===== config.mk =====
export PLATFORM = sky130hd
export DESIGN_NAME = priority_multi_pattern_substring_matcher
export DESIGN_NICKNAME = d
export VERILOG_FILES = /design/src/design/mpsm_pkg.sv /design/src/design/priority_multi_pattern_substring_matcher.sv /design/src/design/mpsm_front.sv /design/src/design/mpsm_queue.sv /design/src/design/mpsm_back.sv
export SDC_FILE = /design/constraint.sdc
export NUM_CORES = 1
export LEC_CHECK = 0
export ABC_AREA = 1
export BUFFER_PORTS_ARGS = -buffer_cell sky130_fd_sc_hd__buf_2
export CORE_MARGIN = 3
export CORE_UTILIZATION = 50
export CTS_CLUSTER_SIZE = 28
export DETAILED_ROUTE_END_ITERATION = 10
export PLACE_DENSITY_LB_ADDON = 0.08
export SLEW_MARGIN = 0
export SYNTH_ARGS = -nofsm -noshare
export SYNTH_HDL_FRONTEND = slang
export SYNTH_SLANG_ARGS = --single-unit

===== constraint.sdc =====
create_clock -name clk -period 3.65 [get_ports clk]
set_input_delay 0.1825 -clock clk [delete_from_list [all_inputs] [get_ports clk]]
set_output_delay 0.1825 -clock clk [all_outputs]
set_load 0.03 [all_outputs]

===== src/design/mpsm_pkg.sv =====
// Shared types, needle tables and sizing constants of the substring matcher.
package mpsm_pkg;

	localparam int MAX_TEXT_BYTES_DEF = 840;
	localparam int WINDOW_BYTES_DEF   = 13;

	localparam int CNT_W          = 10;
	localparam int NEEDLE_COUNT   = 26;
	localparam int CHEAT_COUNT    = 17;
	localparam int MAX_NEEDLE_LEN = 13;
	localparam int IDX_W          = 5;
	localparam int SIG_W          = 5;
	localparam int QUEUE_DEPTH    = 2;

	localparam logic [7:0] UPPER_A    = 8'h41;
	localparam logic [7:0] UPPER_Z    = 8'h5A;
	localparam logic [7:0] CASE_DELTA = 8'h20;
	localparam logic [7:0] NUL_BYTE   = 8'h00;

	localparam logic CAT_CHEAT = 1'b0;
	localparam logic CAT_DEBUG = 1'b1;

	typedef struct packed {
		logic [7:0] text_byte;
		logic       last_byte;
	} text_item_t;

	typedef struct packed {
		logic             hit;
		logic [IDX_W-1:0] needle_index;
		logic [SIG_W-1:0] signature_id;
		logic             category;
	} result_t;

	// One classified byte on its way from the front to the back.
	typedef struct packed {
		logic [7:0] folded;
		logic       use_byte;
		logic       last;
	} queue_entry_t;

	// Needle bytes in text order, zero padded to the longest needle.
	localparam logic [7:0] NEEDLE_TXT [0:NEEDLE_COUNT-1][0:MAX_NEEDLE_LEN-1] = '{
		'{8'h78,8'h72,8'h61,8'h79,8'h00,8'h00,8'h00,8'h00,8'h00,8'h00,8'h00,8'h00,8'h00},
		'{8'h77,8'h75,8'h72,8'h73,8'h74,8'h00,8'h00,8'h00,8'h00,8'h00,8'h00,8'h00,8'h00},
		'{8'h6d,8'h65,8'h74,8'h65,8'h6f,8'h72,8'h00,8'h00,8'h00,8'h00,8'h00,8'h00,8'h00},
		'{8'h69,8'h6d,8'h70,8'h61,8'h63,8'h74,8'h00,8'h00,8'h00,8'h00,8'h00,8'h00,8'h00},
		'{8'h61,8'h72,8'h69,8'h73,8'h74,8'h6f,8'h69,8'h73,8'h00,8'h00,8'h00,8'h00,8'h00},
		'{8'h62,8'h61,8'h72,8'h69,8'h74,8'h6f,8'h6e,8'h65,8'h00,8'h00,8'h00,8'h00,8'h00},
		'{8'h6b,8'h69,8'h6c,8'h6c,8'h61,8'h75,8'h72,8'h61,8'h00,8'h00,8'h00,8'h00,8'h00},
		'{8'h61,8'h69,8'h6d,8'h62,8'h6f,8'h74,8'h00,8'h00,8'h00,8'h00,8'h00,8'h00,8'h00},
		'{8'h61,8'h75,8'h74,8'h6f,8'h63,8'h6c,8'h69,8'h63,8'h6b,8'h65,8'h72,8'h00,8'h00},
		'{8'h63,8'h68,8'h65,8'h61,8'h74,8'h65,8'h6e,8'h67,8'h69,8'h6e,8'h65,8'h00,8'h00},
		'{8'h73,8'h63,8'h61,8'h6e,8'h6d,8'h65,8'h6d,8'h00,8'h00,8'h00,8'h00,8'h00,8'h00},
		'{8'h67,8'h61,8'h6d,8'h65,8'h63,8'h6f,8'h6e,8'h71,8'h75,8'h65,8'h72,8'h6f,8'h72},
		'{8'h66,8'h72,8'h69,8'h64,8'h61,8'h00,8'h00,8'h00,8'h00,8'h00,8'h00,8'h00,8'h00},
		'{8'h64,8'h6f,8'h62,8'h62,8'h79,8'h00,8'h00,8'h00,8'h00,8'h00,8'h00,8'h00,8'h00},
		'{8'h73,8'h75,8'h62,8'h73,8'h74,8'h72,8'h61,8'h74,8'h65,8'h00,8'h00,8'h00,8'h00},
		'{8'h78,8'h70,8'h6f,8'h73,8'h65,8'h64,8'h00,8'h00,8'h00,8'h00,8'h00,8'h00,8'h00},
		'{8'h6c,8'h69,8'h6e,8'h75,8'h78,8'h2d,8'h69,8'h6e,8'h6a,8'h65,8'h63,8'h74,8'h00},
		'{8'h67,8'h64,8'h62,8'h00,8'h00,8'h00,8'h00,8'h00,8'h00,8'h00,8'h00,8'h00,8'h00},
		'{8'h6c,8'h6c,8'h64,8'h62,8'h00,8'h00,8'h00,8'h00,8'h00,8'h00,8'h00,8'h00,8'h00},
		'{8'h70,8'h74,8'h72,8'h61,8'h63,8'h65,8'h00,8'h00,8'h00,8'h00,8'h00,8'h00,8'h00},
		'{8'h73,8'h74,8'h72,8'h61,8'h63,8'h65,8'h00,8'h00,8'h00,8'h00,8'h00,8'h00,8'h00},
		'{8'h6c,8'h74,8'h72,8'h61,8'h63,8'h65,8'h00,8'h00,8'h00,8'h00,8'h00,8'h00,8'h00},
		'{8'h72,8'h61,8'h64,8'h61,8'h72,8'h65,8'h32,8'h00,8'h00,8'h00,8'h00,8'h00,8'h00},
		'{8'h67,8'h68,8'h69,8'h64,8'h72,8'h61,8'h00,8'h00,8'h00,8'h00,8'h00,8'h00,8'h00},
		'{8'h69,8'h64,8'h61,8'h36,8'h34,8'h00,8'h00,8'h00,8'h00,8'h00,8'h00,8'h00,8'h00},
		'{8'h69,8'h64,8'h61,8'h33,8'h32,8'h00,8'h00,8'h00,8'h00,8'h00,8'h00,8'h00,8'h00}
	};

	localparam int NEEDLE_LEN [0:NEEDLE_COUNT-1] = '{
		4, 5, 6, 6, 8, 8, 8, 6, 11, 11, 7, 13, 5, 5, 9, 6, 12,
		3, 4, 6, 6, 6, 7, 6, 5, 5
	};

	localparam logic [SIG_W-1:0] NEEDLE_SIG [0:NEEDLE_COUNT-1] = '{
		5'd0, 5'd1, 5'd2, 5'd3, 5'd4, 5'd5, 5'd6, 5'd7, 5'd8, 5'd9, 5'd9, 5'd9,
		5'd10, 5'd11, 5'd12, 5'd13, 5'd14, 5'd15, 5'd16, 5'd17, 5'd18, 5'd19,
		5'd20, 5'd21, 5'd22, 5'd22
	};

endpackage


===== src/design/priority_multi_pattern_substring_matcher.sv =====
// A text's last byte passes through the queue and then the result register before its result appears.
// Throughput: one byte per cycle while the queue is not full; the needle compares all run in parallel in the back end.
// The two-entry queue lets the input keep transferring while a result waits on stall.
// Reset: arst_n clears counters, stop flag, history window, seen mask and queue at once;
// the block can take a byte in the first cycle after reset is released.
module priority_multi_pattern_substring_matcher import mpsm_pkg::*; #(
	parameter int MAX_TEXT_BYTES = MAX_TEXT_BYTES_DEF,
	parameter int WINDOW_BYTES   = WINDOW_BYTES_DEF
) (
	input  logic       clk,
	input  logic       arst_n,
	input  logic       text_valid,
	output logic       text_stall,
	input  text_item_t text_item,
	output logic       res_valid,
	input  logic       res_stall,
	output result_t    res_item
);

	// Handshake and payload between the three parts.
	logic         push;
	queue_entry_t push_entry;
	logic         q_full;
	logic         head_valid;
	queue_entry_t head;
	logic         pop;

	// Hold the input off only when the queue has no room; this is registered state,
	// so the stall never depends on the incoming valid.
	assign text_stall = q_full;

	// Fold case and decide per byte whether it takes part in matching; a zero byte and the
	// bytes after it, or bytes past the length limit, are excluded until the text ends.
	mpsm_front #(
		.MAX_TEXT_BYTES(MAX_TEXT_BYTES)
	) u_front (
		.clk       (clk),
		.arst_n    (arst_n),
		.text_valid(text_valid),
		.text_item (text_item),
		.full      (q_full),
		.push      (push),
		.entry     (push_entry)
	);

	// Decouple the two ends so a stalled result does not block the input at once.
	mpsm_queue u_queue (
		.clk       (clk),
		.arst_n    (arst_n),
		.push      (push),
		.push_entry(push_entry),
		.pop       (pop),
		.head_valid(head_valid),
		.head      (head),
		.full      (q_full)
	);

	// Advance the window, compare all needles in parallel, and on the last byte
	// register the highest-priority hit and clear the window and mask.
	mpsm_back #(
		.WINDOW_BYTES(WINDOW_BYTES)
	) u_back (
		.clk       (clk),
		.arst_n    (arst_n),
		.head_valid(head_valid),
		.head      (head),
		.pop       (pop),
		.res_valid (res_valid),
		.res_stall (res_stall),
		.res_item  (res_item)
	);

endmodule


===== src/design/mpsm_front.sv =====
// Front end: case folding, zero-byte and length stop, byte counting.
module mpsm_front import mpsm_pkg::*; #(
	parameter int MAX_TEXT_BYTES = MAX_TEXT_BYTES_DEF
) (
	input  logic         clk,
	input  logic         arst_n,
	input  logic         text_valid,
	input  text_item_t   text_item,
	input  logic         full,
	output logic         push,
	output queue_entry_t entry
);

	localparam logic [CNT_W-1:0] COUNT_LIMIT = CNT_W'(MAX_TEXT_BYTES - 1);

	logic [CNT_W-1:0] count_q;
	logic             stopped_q;
	logic             use_byte;

	assign push     = text_valid && !full;
	assign use_byte = !stopped_q && (text_item.text_byte != NUL_BYTE)
		&& (count_q < COUNT_LIMIT);

	always_comb begin
		entry.folded   = text_item.text_byte;
		entry.use_byte = use_byte;
		entry.last     = text_item.last_byte;
		if (text_item.text_byte inside {[UPPER_A:UPPER_Z]}) begin
			entry.folded = text_item.text_byte + CASE_DELTA;
		end
	end

	always_ff @(posedge clk or negedge arst_n) begin
		if (!arst_n) begin
			count_q   <= '0;
			stopped_q <= 1'b0;
		end else if (push) begin
			if (text_item.last_byte) begin
				count_q   <= '0;
				stopped_q <= 1'b0;
			end else if (use_byte) begin
				count_q <= count_q + 1'b1;
			end else begin
				stopped_q <= 1'b1;
			end
		end
	end

endmodule


===== src/design/mpsm_queue.sv =====
// Two-entry queue between the front and back ends.
module mpsm_queue import mpsm_pkg::*; (
	input  logic         clk,
	input  logic         arst_n,
	input  logic         push,
	input  queue_entry_t push_entry,
	input  logic         pop,
	output logic         head_valid,
	output queue_entry_t head,
	output logic         full
);

	localparam int PTR_W = (QUEUE_DEPTH > 1) ? $clog2(QUEUE_DEPTH) : 1;
	localparam int CNT_QW = $clog2(QUEUE_DEPTH + 1);

	queue_entry_t      slot_q [QUEUE_DEPTH];
	logic [PTR_W-1:0]  wr_ptr_q;
	logic [PTR_W-1:0]  rd_ptr_q;
	logic [CNT_QW-1:0] fill_q;
	logic              do_pop;

	assign head_valid = (fill_q != '0);
	assign head       = slot_q[rd_ptr_q];
	assign full       = (fill_q == CNT_QW'(QUEUE_DEPTH));
	assign do_pop     = pop && head_valid;

	always_ff @(posedge clk) begin
		if (push) begin
			slot_q[wr_ptr_q] <= push_entry;
		end
	end

	always_ff @(posedge clk or negedge arst_n) begin
		if (!arst_n) begin
			wr_ptr_q <= '0;
			rd_ptr_q <= '0;
			fill_q   <= '0;
		end else begin
			if (push) begin
				wr_ptr_q <= (wr_ptr_q == PTR_W'(QUEUE_DEPTH - 1)) ? '0 : wr_ptr_q + 1'b1;
			end
			if (do_pop) begin
				rd_ptr_q <= (rd_ptr_q == PTR_W'(QUEUE_DEPTH - 1)) ? '0 : rd_ptr_q + 1'b1;
			end
			if (push && !do_pop) begin
				fill_q <= fill_q + 1'b1;
			end else if (do_pop && !push) begin
				fill_q <= fill_q - 1'b1;
			end
		end
	end

endmodule


===== src/design/mpsm_back.sv =====
// Back end: history window, parallel needle compare, seen mask and result register.
module mpsm_back import mpsm_pkg::*; #(
	parameter int WINDOW_BYTES = WINDOW_BYTES_DEF
) (
	input  logic         clk,
	input  logic         arst_n,
	input  logic         head_valid,
	input  queue_entry_t head,
	output logic         pop,
	output logic         res_valid,
	input  logic         res_stall,
	output result_t      res_item
);

	localparam int HIST_LEN = WINDOW_BYTES - 1;

	logic [7:0]              window_q [HIST_LEN];
	logic [NEEDLE_COUNT-1:0] seen_q;
	logic [NEEDLE_COUNT-1:0] match_vec;
	logic [NEEDLE_COUNT-1:0] mask_next;
	logic                    out_free;
	result_t                 result_next;
	logic                    res_valid_q;
	result_t                 res_item_q;

	for (genvar n = 0; n < NEEDLE_COUNT; n++) begin : g_cmp
		localparam int LEN = NEEDLE_LEN[n];
		always_comb begin
			logic m;
			m = (NEEDLE_TXT[n][LEN-1] == head.folded);
			for (int k = 1; k < LEN; k++) begin
				m = m && (NEEDLE_TXT[n][LEN-1-k] == window_q[k-1]);
			end
			match_vec[n] = m;
		end
	end

	assign mask_next = seen_q | (head.use_byte ? match_vec : '0);
	assign out_free  = !res_valid_q || !res_stall;
	assign pop       = head_valid && (!head.last || out_free);

	// Lowest set bit wins: scan from the top so the last write is the lowest.
	always_comb begin
		result_next = '0;
		for (int i = NEEDLE_COUNT - 1; i >= 0; i--) begin
			if (mask_next[i]) begin
				result_next.hit          = 1'b1;
				result_next.needle_index = IDX_W'(i);
				result_next.signature_id = NEEDLE_SIG[i];
				result_next.category     = (i >= CHEAT_COUNT) ? CAT_DEBUG : CAT_CHEAT;
			end
		end
	end

	always_ff @(posedge clk or negedge arst_n) begin
		if (!arst_n) begin
			seen_q <= '0;
			for (int j = 0; j < HIST_LEN; j++) begin
				window_q[j] <= '0;
			end
		end else if (pop) begin
			if (head.last) begin
				seen_q <= '0;
				for (int j = 0; j < HIST_LEN; j++) begin
					window_q[j] <= '0;
				end
			end else begin
				seen_q <= mask_next;
				if (head.use_byte) begin
					window_q[0] <= head.folded;
					for (int j = 1; j < HIST_LEN; j++) begin
						window_q[j] <= window_q[j-1];
					end
				end
			end
		end
	end

	always_ff @(posedge clk or negedge arst_n) begin
		if (!arst_n) begin
			res_valid_q <= 1'b0;
		end else if (out_free) begin
			res_valid_q <= pop && head.last;
		end
	end

	always_ff @(posedge clk) begin
		if (out_free && pop && head.last) begin
			res_item_q <= result_next;
		end
	end

	assign res_valid = res_valid_q;
	assign res_item  = res_item_q;

endmodule

* Word-level counts from Yosys, hierarchy flattened
Memory sizes are Yosys's and may differ from the RTL's. Index checks and enable logic that the tools add are counted. Widths: inputs -> output; s select.
Storage, ports and cells: register bits 150, bits in writable memories 20, input port bits 13, output and inout bits 14, logic and storage cells 368, memories 1
Memory list:
- u_queue.slot_q | depth 2, bits a word 10, rd ports 1, clocked after Yosys merged registers in 0, wr ports 1, line mpsm_queue.sv:16 | queue_entry_t slot_q [QUEUE_DEPTH];
Operators by class: $add $sub $neg 6, order comparisons 3, equal/unequal tests 112, muxes and demuxes 40, bitwise logic cells 1, reduce and logical (&&, ||, !) cells 174
Operators by type and width (count):
- $eq 7x8->1 const A | 105
- $mux 96 | 2
- $logic_and 1x1->1 | 150
- $mux 10 | 10
- $mux 11 | 9
- $mux 26 | 2
- $eq 6x8->1 const A | 5
- $mux 9 | 4
- $or 26x26->26 | 1
- $reduce_or 25->1 | 1
- $mux 8 | 3
- $reduce_or 18->1 | 1
- $reduce_or 17->1 | 1
- $reduce_or 16->1 | 1
- $mux 12 | 1
- $add 10x1->10 const B | 1
- $lt 10x10->1 const B | 1
- $add 8x6->8 const B | 1
- $ge 8x7->1 const B | 1
- $le 8x7->1 const B | 1
- $reduce_bool 2->1 | 4
- $reduce_bool 8->1 | 1
- $reduce_or 8->1 | 1
- $logic_not 1->1 | 7
- 12 further kinds | 22

* Longest topological paths before layout
Gate-level depths: netlist of the first run. An unclocked memory read counts as a cell.
depth in word-level cells 41, gate-level depth with buffers 34, depth with buffers taken out 33

* By module
A second synthesis of the first run with hierarchy kept.
Unflattened totals: cells, all modules 1149, area, all modules 9069.9 µm²
Modules (own cells, without submodules):
- mpsm_back | instances 1, cells an instance 931, area an instance 7205.7 µm², seq. area each 3438.3 µm²
- mpsm_queue | instances 1, cells an instance 80, area an instance 959.7 µm², seq. area each 700.7 µm²
- mpsm_front | instances 1, cells an instance 138, area an instance 904.6 µm², seq. area each 275.3 µm²

* Worst setup path after synthesis of the first run
OpenSTA, ideal clock, no wires.
path type register to register, from reg u_queue.rd_ptr_q, to reg u_back.res_item_q (netlist bit u_back.res_item[6]) (data pin), library setup time 261 ps, arrival time 2364 ps, slack 1025 ps, cell stages (with the launch flop) 33, path buffers 2, path through dfrtp_1 -> buf_6 -> inv_8 -> buf_12 -> nand2_2 -> nand2_2 -> nand4_4 -> nor3_2 -> nand2_1 -> nor2_2 -> nand2_1 -> nand2_1 -> inv_2 -> nand2_1 -> nand2_1 -> nand2_1 -> nand2_1 -> nand2_1 -> nand2_1 -> nand2_1 -> nand2_1 -> nand2_1 -> nand2_1 -> nand2_1 -> nand2_1 -> nand2_1 -> nand2_1 -> nand2_1 -> nand2_1 -> nand2_1 -> nand2_1 -> nand2_1 -> a21oi_2
On the way: cells in the longest elaborated chain, start to end 33
RTL lines:
- start: declaration | line mpsm_queue.sv:18 | logic [PTR_W-1:0] rd_ptr_q;
- start signal: assignment | line mpsm_queue.sv:43 | rd_ptr_q <= (rd_ptr_q == PTR_W'(QUEUE_DEPTH - 1)) ? '0 : rd_ptr_q + 1'b1;
- $mem_v2 2x10 *
- $eq 6x8->1 | line mpsm_back.sv:30 | m = (NEEDLE_TXT[n][LEN-1] == head.folded);
- $logic_and 1x1->1 (4 in series) | line mpsm_back.sv:32 | m = m && (NEEDLE_TXT[n][LEN-1-k] == window_q[k-1]);
- $mux 26 * | line mpsm_back.sv:38 | assign mask_next = seen_q | (head.use_byte ? match_vec : '0);
- $or 26x26->26 * | line mpsm_back.sv:38
- $mux 12 | line mpsm_back.sv:46 | if (mask_next[i]) begin
- $mux 11 (9 in series) | line mpsm_back.sv:46
- $mux 10 (8 in series) | line mpsm_back.sv:46
- $mux 9 (4 in series) | line mpsm_back.sv:46
- $mux 8 (2 in series) | line mpsm_back.sv:46
- $mux 7 | line mpsm_back.sv:46
- end signal: assignment | line mpsm_back.sv:89 | res_item_q <= result_next;
- end: declaration | line mpsm_back.sv:24 | result_t res_item_q;
Mark *: on every way between the ends. The rest lies on a longest branch, timed or not. A chain may end at the register's enable or synchronous reset.

* Worst setup path in the final report of the first run
Ends and elaborated chain as after synthesis.

==> results.ini, run 1 <==
[global_route]
grt_pass1_wl_um=40430
grt_max_degree=97
gr-usage-all-layers=0.2629
grt_pass1_vias=7544
grt.overflow.total=0
antenna_found_initial=0

[place]
hpwlAfterDp_um=18420
place_inst=1334
place.gp.congestion=1.080
io_buffers=26

[sta]
hold_viol=0
skew_ns=0.007872
finalCritPeriodShare=0.9009
tns_ns=0
slew_headroom=0.1993
setup_violations=0
drv_slew=0
max_freq_mhz=304.1
tightest_slew_ns=1.200
grt_setup_unrepaired=no
hold_slack_ns=0.07305
min_period_ns=3.288

[flow_run]
drv_cap=0

[synth]
synth.cell_area_um2=8798
synthArstFlopShare=0.8118
avgSynthCellArea_um2=8.028
synth-edff-count=32
yosysMostFrequentCell=inv_1
synthesis.nets=1112
netlist.area_leader.share=0.3925
yosys.area.top_type=dfrtp_1
yosysUniqueCellTypes=41
synth.area.top_cells=dfrtp_1, edfxtp_1, inv_1
yosysWarnings=0
synth-seq-cells=170
synthTopCellsByCount=inv_1, nand2_1, dfrtp_1, nor2_1, o22ai_1
yosys_most_used_dff=dfrtp_1
ys_seq_area_frac=0.5017
synth_cells=1096

[clock_network]
clock-root-buffer=clkbuf_16
cts_sinks=170
htreeDepth=4
clk_pin_slew_worst_paths_ns=0.06
cts_tree=built
cts_buffers=17
cts_buffer_depth=2
worstSkewPairLatency_ns=0.43

[final_layout]
diodes=0
area_delta_synth_final_pct=13.32
drive_gt1_frac=0.09619
layout.nets=1157
final-instance-count-excl-fill=1374

[worst_setup_path]
reg2regPathDepth=30
cp-start-kind=flip-flop
r2r_start=u_queue.rd_ptr_q
critPathBufInv=2
slowest_stage=dfrtp_2
worst_ep_arrival_time_ns=3.47
crit_type=flip-flop to flip-flop
end_kind=flip-flop
r2r_setup_slack_ns=0.36
timing.critical_path.mode_cell=nand2_1
critPathRequiredTime_ns=3.83
slowest_delay_ns=0.56
critPathTopFamily=simple AND/OR/NAND/NOR gates
reg2reg_to=u_back.res_item[6]
crit_fanout=17

[floorplanning]
die_area_um2=19230
core_area_um2=16880
die_h_um=138.7
die_w_um=138.7
initial_utilization=0.5213
rows=47
ios=27

[detailed_routing]
via_per_inst=5.612
ant_nets=0
drtIter0Drc=627
num_vias=7711
drc=0
wire_per_inst_um=18.13
firstDrtPassIters=7
wl_um=24910

[min_path]
hold_depth=2
min_to=u_queue.slot_q[0][9]
min-delay-start=text_item[8]
worstHoldPathType=primary input to flip-flop

[power]
p_int_uw=3935
clkPwrFrac=0.283
pwr-share-comb=0.345
p_leak_uw=0.004443
netSwitchingPower_uw=2645
ir_drop_v=0.0005319
p_sw_frac=0.4020
pwr-share-seq=0.372
power.total_uw=6581
cellPowerDensity_nw_per_um2=660.0

[outcome]
status=complete, no violations

## power groups by stage
stage,clock (uW),sequential (uW),combinational [uW]
6_report,1860,2450,2270
3_5_place_dp,0,2480,2250
3_3_place_gp,0,2470,2250
2_1_floorplan,0,2530,1510
4_1_cts,1890,2450,2260
5_1_grt,1970,2490,2470
## worst max path at each step
| stage | from | endpoint | slack, ns | depth (start not counted) |
|---|---|---|---|---|
| 2_1_floorplan | u_queue.rd_ptr_q | u_back.res_item[6] | 1.02 | 32 |
| 3_3_place_gp | u_queue.rd_ptr_q | u_back.res_item[6] | 0.28 | 22 |
| 3_5_place_dp | u_queue.rd_ptr_q | u_back.res_item[1] | 0.22 | 24 |
| 4_1_cts | u_queue.rd_ptr_q | u_back.res_item[1] | 0.16 | 24 |
| 5_1_grt | u_queue.rd_ptr_q | u_back.res_item[1] | 0.03 | 24 |
| 6_report | u_queue.rd_ptr_q | u_back.res_item[6] | 0.36 | 30 |
## area by class of cell
| cell class | instances | area [um2] |
|---|---|---|
| sequential | 170 | 4415 |
| timing repair buffer | 54 | 404.1 |
| multi-input combinational | 679 | 3437 |
| inverter | 219 | 829.5 |
| tap | 220 | 275.3 |
| clock buffer | 24 | 503.0 |
| clock inverter | 8 | 106.4 |
| fill | 1576 | 6907 |
## per-layer routing
layer / up-vias / global-route usage / share of wire
met2: 272 / 0.3967 / 0.45
li1: 3754 / - / -
met1: 3615 / 0.3752 / 0.46
met5: - / 0 / 0
met3: 70 / 0.05552 / 0.063
met4: 0 / 0.1014 / 0.029
## through the flow
stage / utilization / setup WS [ns] / instance area, um2
after floorplan: - / 1.025 / 8798
after global placement: 0.5499 / 0.2819 / 9280
after detailed placement: 0.5499 / 0.2196 / 9280
after CTS: 0.5907 / 0.1563 / 9970
after global routing: 0.5908 / 0.02886 / 9971
final: 0.5908 / 0.3618 / 9971
## cell usage in the layout (no fill, tap or decap), drive strengths merged
master       count
edfxtp          32
buf             46
or2              2
and3             3
ha               3
xnor2            1
clkbuf          24
o21a             1
a31o             1
dlygate4sd3      8
nand2          197
nor3b            3
a21oi           20
xor2             2
mux2i            1
a31oi            2
bufinv           2
o211ai           2
a211oi          14
nor3            48
nor2           134
a41oi            6
nand4           32
nand3b           2
inv            221
o22ai           99
o21ai           28
nand3           46
nor4            32
dfrtp          138
clkinv           4
## registers in the layout (all words and copies together), names as in the netlist
signal,flops
u_back.window_q,96
u_back.res_valid,1
u_queue.rd_ptr_q,1
u_front.stopped_q,1
u_queue.slot_q,20
u_queue.fill_q,2
u_front.count_q,10
u_back.res_item,12
u_back.seen_q,26
u_queue.wr_ptr_q,1
## timing repair
item	4_1_cts	5_1_grt
setup endpoints to repair	0	6
buffers inserted	0	0
resized for setup	0	1
endpoints found under the hold margin	78	0
hold buffers	8	0
## kinds of logic (layout without fill, tap and decap cells)
logic type      Yosys count  after routing  synth area share
xor+xnor                  3              3          0.002987
fa+ha+maj                 3              3          0.004267
buf+inv                 247            305            0.1106
compound gates          173            173            0.1210
simple gates            499            499            0.2582
flops                   170            170            0.5017
mux                       1              1          0.001138
(Power assumes the default switching activity.)
==> inputs of run 2 (changes only) <==
- MAX_ROUTING_LAYER: unset -> met4
==> results.ini, run 2 (same netlist as run 1, synthesis figures left out) <==
[worst_setup_path]
end_kind=flip-flop  ; unchanged
worst_ep_arrival_time_ns=3.52  ; was 3.47 ns
crit_type=flip-flop to flip-flop  ; unchanged
cp-start-kind=flip-flop  ; unchanged
timing.critical_path.mode_cell=nand2_1  ; unchanged
critPathTopFamily=simple AND/OR/NAND/NOR gates  ; unchanged
slowest_delay_ns=0.56  ; about the same
slowest_stage=dfrtp_2  ; unchanged
crit_fanout=17  ; unchanged
critPathBufInv=2  ; unchanged
crit_chain=inv_8 -> nand2_4 -> nand2_4 -> clkinvlp_4 -> nor4_1 -> nand2_1 -> nor4_2 -> nor2_1 -> nand2_1 -> nand2_1 -> nand2_1 -> nand2_1 -> nand2_1 -> nand2_1 -> nand2_1 -> nand2_1 -> nand2_1 -> nand2_1 -> nand2_1 -> nand2_1 -> nand2_1 -> a21oi_2
critPathRequiredTime_ns=3.84  ; was 3.83 ns

[detailed_routing]
wl_um=25400  ; was 24910 um
ant_nets=0  ; unchanged
firstDrtPassIters=5  ; was 7
via_per_inst=5.668  ; was 5.612
wire_per_inst_um=18.51  ; was 18.13 um
drc=0  ; unchanged
drtIter0Drc=672  ; was 627
num_vias=7776  ; was 7711

[final_layout]
nFillCells=1484  ; was 1576
top_register=u_back.window_q  ; unchanged
reg.largest.list=u_back.window_q x96, u_back.seen_q x26, u_queue.slot_q x20  ; unchanged
diodes=0  ; unchanged
layout.nets=1155  ; was 1157
final-instance-count-excl-fill=1372  ; was 1374
final_cell_mix=inv_1, nand2_1, dfrtp_1  ; unchanged
drive_gt1_frac=0.09896  ; was 0.09619
area_delta_synth_final_pct=13.37  ; was 13.32%
largest_reg_flops=96  ; unchanged
layout_commonest_cell=inv_1  ; unchanged

[floorplanning]
ios=27  ; unchanged
rows=47  ; unchanged
die_h_um=138.7  ; unchanged
initial_utilization=0.5213  ; unchanged
die_area_um2=19230  ; unchanged
core_area_um2=16880  ; unchanged
die_w_um=138.7  ; unchanged

[clock_network]
worstSkewPairLatency_ns=0.44  ; was 0.43 ns
cts_tree=built  ; unchanged
cts_buffers=17  ; unchanged
htreeDepth=4  ; unchanged
cts_buffer_depth=2  ; unchanged
clock-root-buffer=clkbuf_16  ; unchanged
cts_sinks=170  ; unchanged
clk_pin_slew_worst_paths_ns=0.07  ; was 0.06 ns

[place]
io_buffers=26  ; unchanged
hpwlAfterDp_um=18920  ; was 18420 um
place.gp.congestion=1.070  ; was 1.080
place_inst=1332  ; was 1334

[sta]
max_freq_mhz=300.3  ; was 304.1 MHz
drv_slew=0  ; unchanged
min_period_ns=3.330  ; was 3.288 ns
tns_ns=0  ; unchanged
tightest_slew_ns=1.095  ; was 1.200 ns
grt_setup_unrepaired=no  ; unchanged
setup_violations=0  ; unchanged
skew_ns=0.01020  ; was 0.007872 ns
hold_viol=0  ; unchanged
finalCritPeriodShare=0.9123  ; was 0.9009
slew_headroom=0.2691  ; was 0.1993

[global_route]
gr-usage-all-layers=0.2753  ; was 0.2629
grt.overflow.total=0  ; unchanged
grt_pass1_vias=7477  ; was 7544
grt_pass1_wl_um=40770  ; was 40430 um
grt_max_degree=77  ; was 97
antenna_found_initial=0  ; unchanged

[power]
cellPowerDensity_nw_per_um2=661.4  ; was 660.0 nW/um2
ir_drop_v=0.0005689  ; was 0.0005319 V
netSwitchingPower_uw=2744  ; was 2645 uW
p_sw_frac=0.4159  ; was 0.4020
pwr-share-seq=0.371  ; was 0.372
p_int_uw=3853  ; was 3935 uW
pwr-share-comb=0.347  ; was 0.345
clkPwrFrac=0.281  ; was 0.283
p_leak_uw=0.004433  ; was 0.004443 uW

[min_path]
worstHoldPathType=primary input to flip-flop  ; unchanged

[flow_run]
drv_cap=0  ; unchanged

[outcome]
status=complete, no violations  ; unchanged

## run 2: cell type report
cell class | count | area (um2) | area share
Inverter | 219 | 833.3 | 0.08354
Multi-Input combinational cell | 679 | 3450 | 0.3458
Timing Repair Buffer | 52 | 401.6 | 0.04027
Tap cell | 220 | 275.3 | 0.02760
Clock buffer | 18 | 450.4 | 0.04516
Sequential cell | 170 | 4415 | 0.4427
Clock inverter | 14 | 148.9 | 0.01493
## run 2: path summary, 6_finish.rpt
kind                                    start                    to  slack [ns]  cells past startpoint
setup / recovery             u_queue.rd_ptr_q    u_back.res_item[6]        0.32                     22
hold / removal                   text_item[8]  u_queue.slot_q[1][9]        0.07                      2
setup reg to reg             u_queue.rd_ptr_q    u_back.res_item[6]        0.32                     22
hold reg to reg            u_front.count_q[8]    u_front.count_q[8]        0.50                      1
max in group asynchronous              arst_n    u_front.count_q[2]        2.53                      3
min in group asynchronous              arst_n    u_back.window_q[5]        0.29                      2
## run 2: power by group through the flow
stage / clock [uW] / combinational (uW) / sequential (uW)
6_report: 1860 / 2290 / 2450
5_1_grt: 1980 / 2510 / 2490
4_1_cts: 1890 / 2270 / 2450
3_5_place_dp: 0 / 2260 / 2480
3_3_place_gp: 0 / 2250 / 2470
2_1_floorplan: 0 / 1510 / 2530
## run 2: what timing repair did
action | 4_1_cts | 5_1_grt
setup endpoints to repair | 0 | 4
resized for setup | 0 | 4
buffers inserted | 0 | 0
hold buffers | 8 | 0
endpoints found under the hold margin | 75 | 0
## run 2: worst reg2reg max path: stages (launching register included)
cell	delay, ns
dfrtp_2	0.56
inv_8	0.19
nand2_4	0.06
nand2_4	0.17
clkinvlp_4	0.35
nor4_1	0.40
nand2_1	0.12
nor4_2	0.27
nor2_1	0.15
nand2_1	0.10
nand2_1	0.05
nand2_1	0.07
nand2_1	0.06
nand2_1	0.05
nand2_1	0.05
nand2_1	0.05
nand2_1	0.05
nand2_1	0.05
nand2_1	0.05
nand2_1	0.05
nand2_1	0.06
nand2_1	0.08
a21oi_2	0.05
## run 2: metrics by stage
step	utilization	cell area, um2	hold slack (ns)	power (uW)	worst slack, ns
global route	0.5910	9975	0.04956	6973	0.01264
global placement	0.5497	9278	0.2001	4729	0.1731
floorplan	-	8798	-0.1131	4044	1.025
CTS	0.5900	9957	0.05314	6604	0.1033
finish	0.5910	9975	0.06969	6597	0.3202
detailed placement	0.5497	9278	0.2094	4738	0.1944
## run 2: metal layers
metal,vias to the layer above,share of wire,global-route usage
li1,3750,-,-
met1,3708,0.46,0.3837
met2,264,0.45,0.4054
met3,54,0.064,0.06207
met4,0,0.027,0.08445
met5,-,0,-
==> inputs of run 3 (changes only) <==
- CORE_MARGIN: 3 -> 2
==> results.ini, run 3 (same netlist as run 1, synthesis figures left out) <==
[global_route]
gr-usage-all-layers=0.3011  ; was 0.2753
antenna_found_initial=0  ; unchanged
grt_pass1_wl_um=40800  ; was 40770 um
grt_max_degree=97  ; was 77
grt_use_met3=0.07000  ; was 0.06207
grt_use_met2=0.4456  ; was 0.4054
grt_use_met1=0.4059  ; was 0.3837
grt.overflow.total=0  ; unchanged
grt_pass1_vias=7494  ; was 7477
busiest_layer=met2  ; unchanged

[clock_network]
clk_pin_slew_worst_paths_ns=0.06  ; was 0.07 ns
clock-root-buffer=clkbuf_16  ; unchanged
worstSkewPairLatency_ns=0.43  ; was 0.44 ns
htreeDepth=4  ; unchanged
cts_sinks=170  ; unchanged
cts_buffers=17  ; unchanged
cts_tree=built  ; unchanged
cts_buffer_depth=2  ; unchanged

[detailed_routing]
drtIter0Drc=733  ; was 672
wl_um=25640  ; was 25400 um
ant_nets=0  ; unchanged
via_per_inst=5.569  ; was 5.668
wire_per_inst_um=18.53  ; was 18.51 um
drc=0  ; unchanged
firstDrtPassIters=5  ; unchanged
num_vias=7707  ; was 7776

[final_layout]
reg.largest.list=u_back.window_q x96, u_back.seen_q x26, u_queue.slot_q x20  ; unchanged
area_delta_synth_final_pct=13.08  ; was 13.37%
final_area_um2=9950  ; was 9975 um2
layout.nets=1163  ; was 1155
top_register=u_back.window_q  ; unchanged
nFillCells=1589  ; was 1484
drive_gt1_frac=0.1018  ; was 0.09896
layout_commonest_cell=inv_1  ; unchanged
final_cell_mix=inv_1, nand2_1, dfrtp_1  ; unchanged
largest_reg_flops=96  ; unchanged
diodes=0  ; unchanged

[worst_setup_path]
critPathBufInv=2  ; unchanged
crit_type=flip-flop to flip-flop  ; unchanged
end_kind=flip-flop  ; unchanged
worst_ep_arrival_time_ns=3.71  ; was 3.52 ns
crit_fanout=17  ; unchanged
critPathTopFamily=simple AND/OR/NAND/NOR gates  ; unchanged
critPathRequiredTime_ns=3.93  ; was 3.84 ns
crit_chain=inv_8 -> nand2_1 -> nand2_1 -> nand2_1 -> nor2_1 -> inv_1 -> nor4_1 -> a41oi_1 -> nand2_1 -> nand2_1 -> nand2_1 -> nand2_1 -> nand2_1 -> nand2_1 -> nand2_1 -> nand2_1 -> nand2_1 -> nand2_1 -> nand2_1 -> nand2_1 -> a21oi_2  ; was inv_8 -> nand2_4 -> nand2_4 -> clkinvlp_4 -> nor4_1 -> nand2_1 -> nor4_2 -> nor2_1 -> nand2_1 -> nand2_1 -> nand2_1 -> nand2_1 -> nand2_1 -> nand2_1 -> nand2_1 -> nand2_1 -> nand2_1 -> nand2_1 -> nand2_1 -> nand2_1 -> nand2_1 -> a21oi_2
slowest_stage=nor4_1  ; was dfrtp_2
slowest_delay_ns=0.59  ; was 0.56 ns
timing.critical_path.mode_cell=nand2_1  ; unchanged
cp-start-kind=flip-flop  ; unchanged

[sta]
skew_ns=0.007497  ; was 0.01020 ns
max_freq_mhz=291.4  ; was 300.3 MHz
min_period_ns=3.432  ; was 3.330 ns
drv_slew=0  ; unchanged
grt_setup_unrepaired=no  ; unchanged
finalCritPeriodShare=0.9402  ; was 0.9123
tns_ns=0  ; unchanged
slew_headroom=0.2751  ; was 0.2691
hold_viol=0  ; unchanged
setup_slack_ns=0.2184  ; was 0.3202 ns
setup_violations=0  ; unchanged
tightest_slew_ns=1.086  ; was 1.095 ns

[power]
ir_drop_v=0.0004666  ; was 0.0005689 V
pwr-share-comb=0.356  ; was 0.347
netSwitchingPower_uw=2655  ; was 2744 uW
power.total_uw=6457  ; was 6597 uW
pwr-share-seq=0.380  ; was 0.371
p_int_uw=3802  ; was 3853 uW
p_sw_frac=0.4112  ; was 0.4159
cellPowerDensity_nw_per_um2=649.0  ; was 661.4 nW/um2
p_leak_uw=0.004432  ; was 0.004433 uW
clkPwrFrac=0.265  ; was 0.281

[floorplanning]
die_h_um=136.7  ; was 138.7 um
ios=27  ; unchanged
die_area_um2=18670  ; was 19230 um2
die_w_um=136.7  ; was 138.7 um
core_area_um2=17240  ; was 16880 um2
rows=48  ; was 47
initial_utilization=0.5105  ; was 0.5213

[outcome]
status=complete, no violations  ; unchanged

[place]
io_buffers=26  ; unchanged
hpwlAfterDp_um=19400  ; was 18920 um
placedInstanceArea_um2=9281  ; was 9278 um2
preCtsSetupSlack_ns=0.1698  ; was 0.1944 ns
place.gp.congestion=1.030  ; was 1.070

[min_path]
worstHoldPathType=primary input to flip-flop  ; unchanged

[flow_run]
drv_cap=0  ; unchanged

run 3: cell types whose count changed in the layout (fill, tap and decap cells not counted), moves of 2 or more:
cell,delta
buf_12,-2
inv_6,-4
buf_4,+10
clkinv_2,+2
inv_4,+2
clkbuf_1,+3
inv_8,-4
run 3: metrics by stage:
step                std cells  hold slack (ns)    util
global route             1384          0.05595  0.5772
CTS                      1379          0.05790  0.5746
floorplan                1096          -0.1131       -
global placement         1340           0.3069  0.5385
detailed placement       1340           0.3066  0.5385
finish                   1384          0.07552  0.5772
run 3: worst paths after layout:
path	startpoint	end	slack, ns	cells after the start
max reg2reg	u_queue.rd_ptr_q	u_back.res_item[6]	0.22	21
max	u_queue.rd_ptr_q	u_back.res_item[6]	0.22	21
min reg2reg	u_front.count_q[8]	u_front.count_q[8]	0.51	1
min	text_item[8]	u_queue.slot_q[1][9]	0.08	2
min in group asynchronous	arst_n	u_back.window_q[2]	0.40	2
max in group asynchronous	arst_n	u_queue.rd_ptr_q	2.34	3
run 3: final cells by class:
| class | count | area (um2) | share of cell area |
|---|---|---|---|
| Clock buffer | 21 | 450.4 | 0.04527 |
| Timing Repair Buffer | 60 | 436.7 | 0.04389 |
| Sequential cell | 170 | 4415 | 0.4438 |
| Tap cell | 225 | 281.5 | 0.02829 |
| Multi-Input combinational cell | 679 | 3440 | 0.3457 |
| Inverter | 219 | 833.3 | 0.08375 |
| Clock inverter | 10 | 92.59 | 0.009306 |
run 3: per-layer routing:
layer	part of all wire	vias to the layer above
li1	-	3767
met1	0.46	3657
met2	0.45	232
met3	0.060	51
met4	0.028	0
met5	0	-
run 3: power by group through the flow:
stage	clock (uW)	sequential [uW]	combinational [uW]
after floorplan	0	2530	1510
after global placement	0	2470	2220
after detailed placement	0	2480	2220
after CTS	1740	2450	2240
after global routing	1820	2490	2510
final	1710	2450	2300
run 3: worst reg2reg max path: cells and delay by family, from the launching register on:
family / cells / cell delay [ns]
buf+inv: 2 / 0.30
compound gates: 2 / 0.55
simple gates: 17 / 1.85
flops: 1 / 0.56
run 3: what timing repair did:
item / CTS / global route
endpoints found under the setup margin: 0 / 4
gates resized for setup: 0 / 3
hold buffers: 8 / 0
endpoints found under the hold margin: 100 / 0
setup buffers: 0 / 5
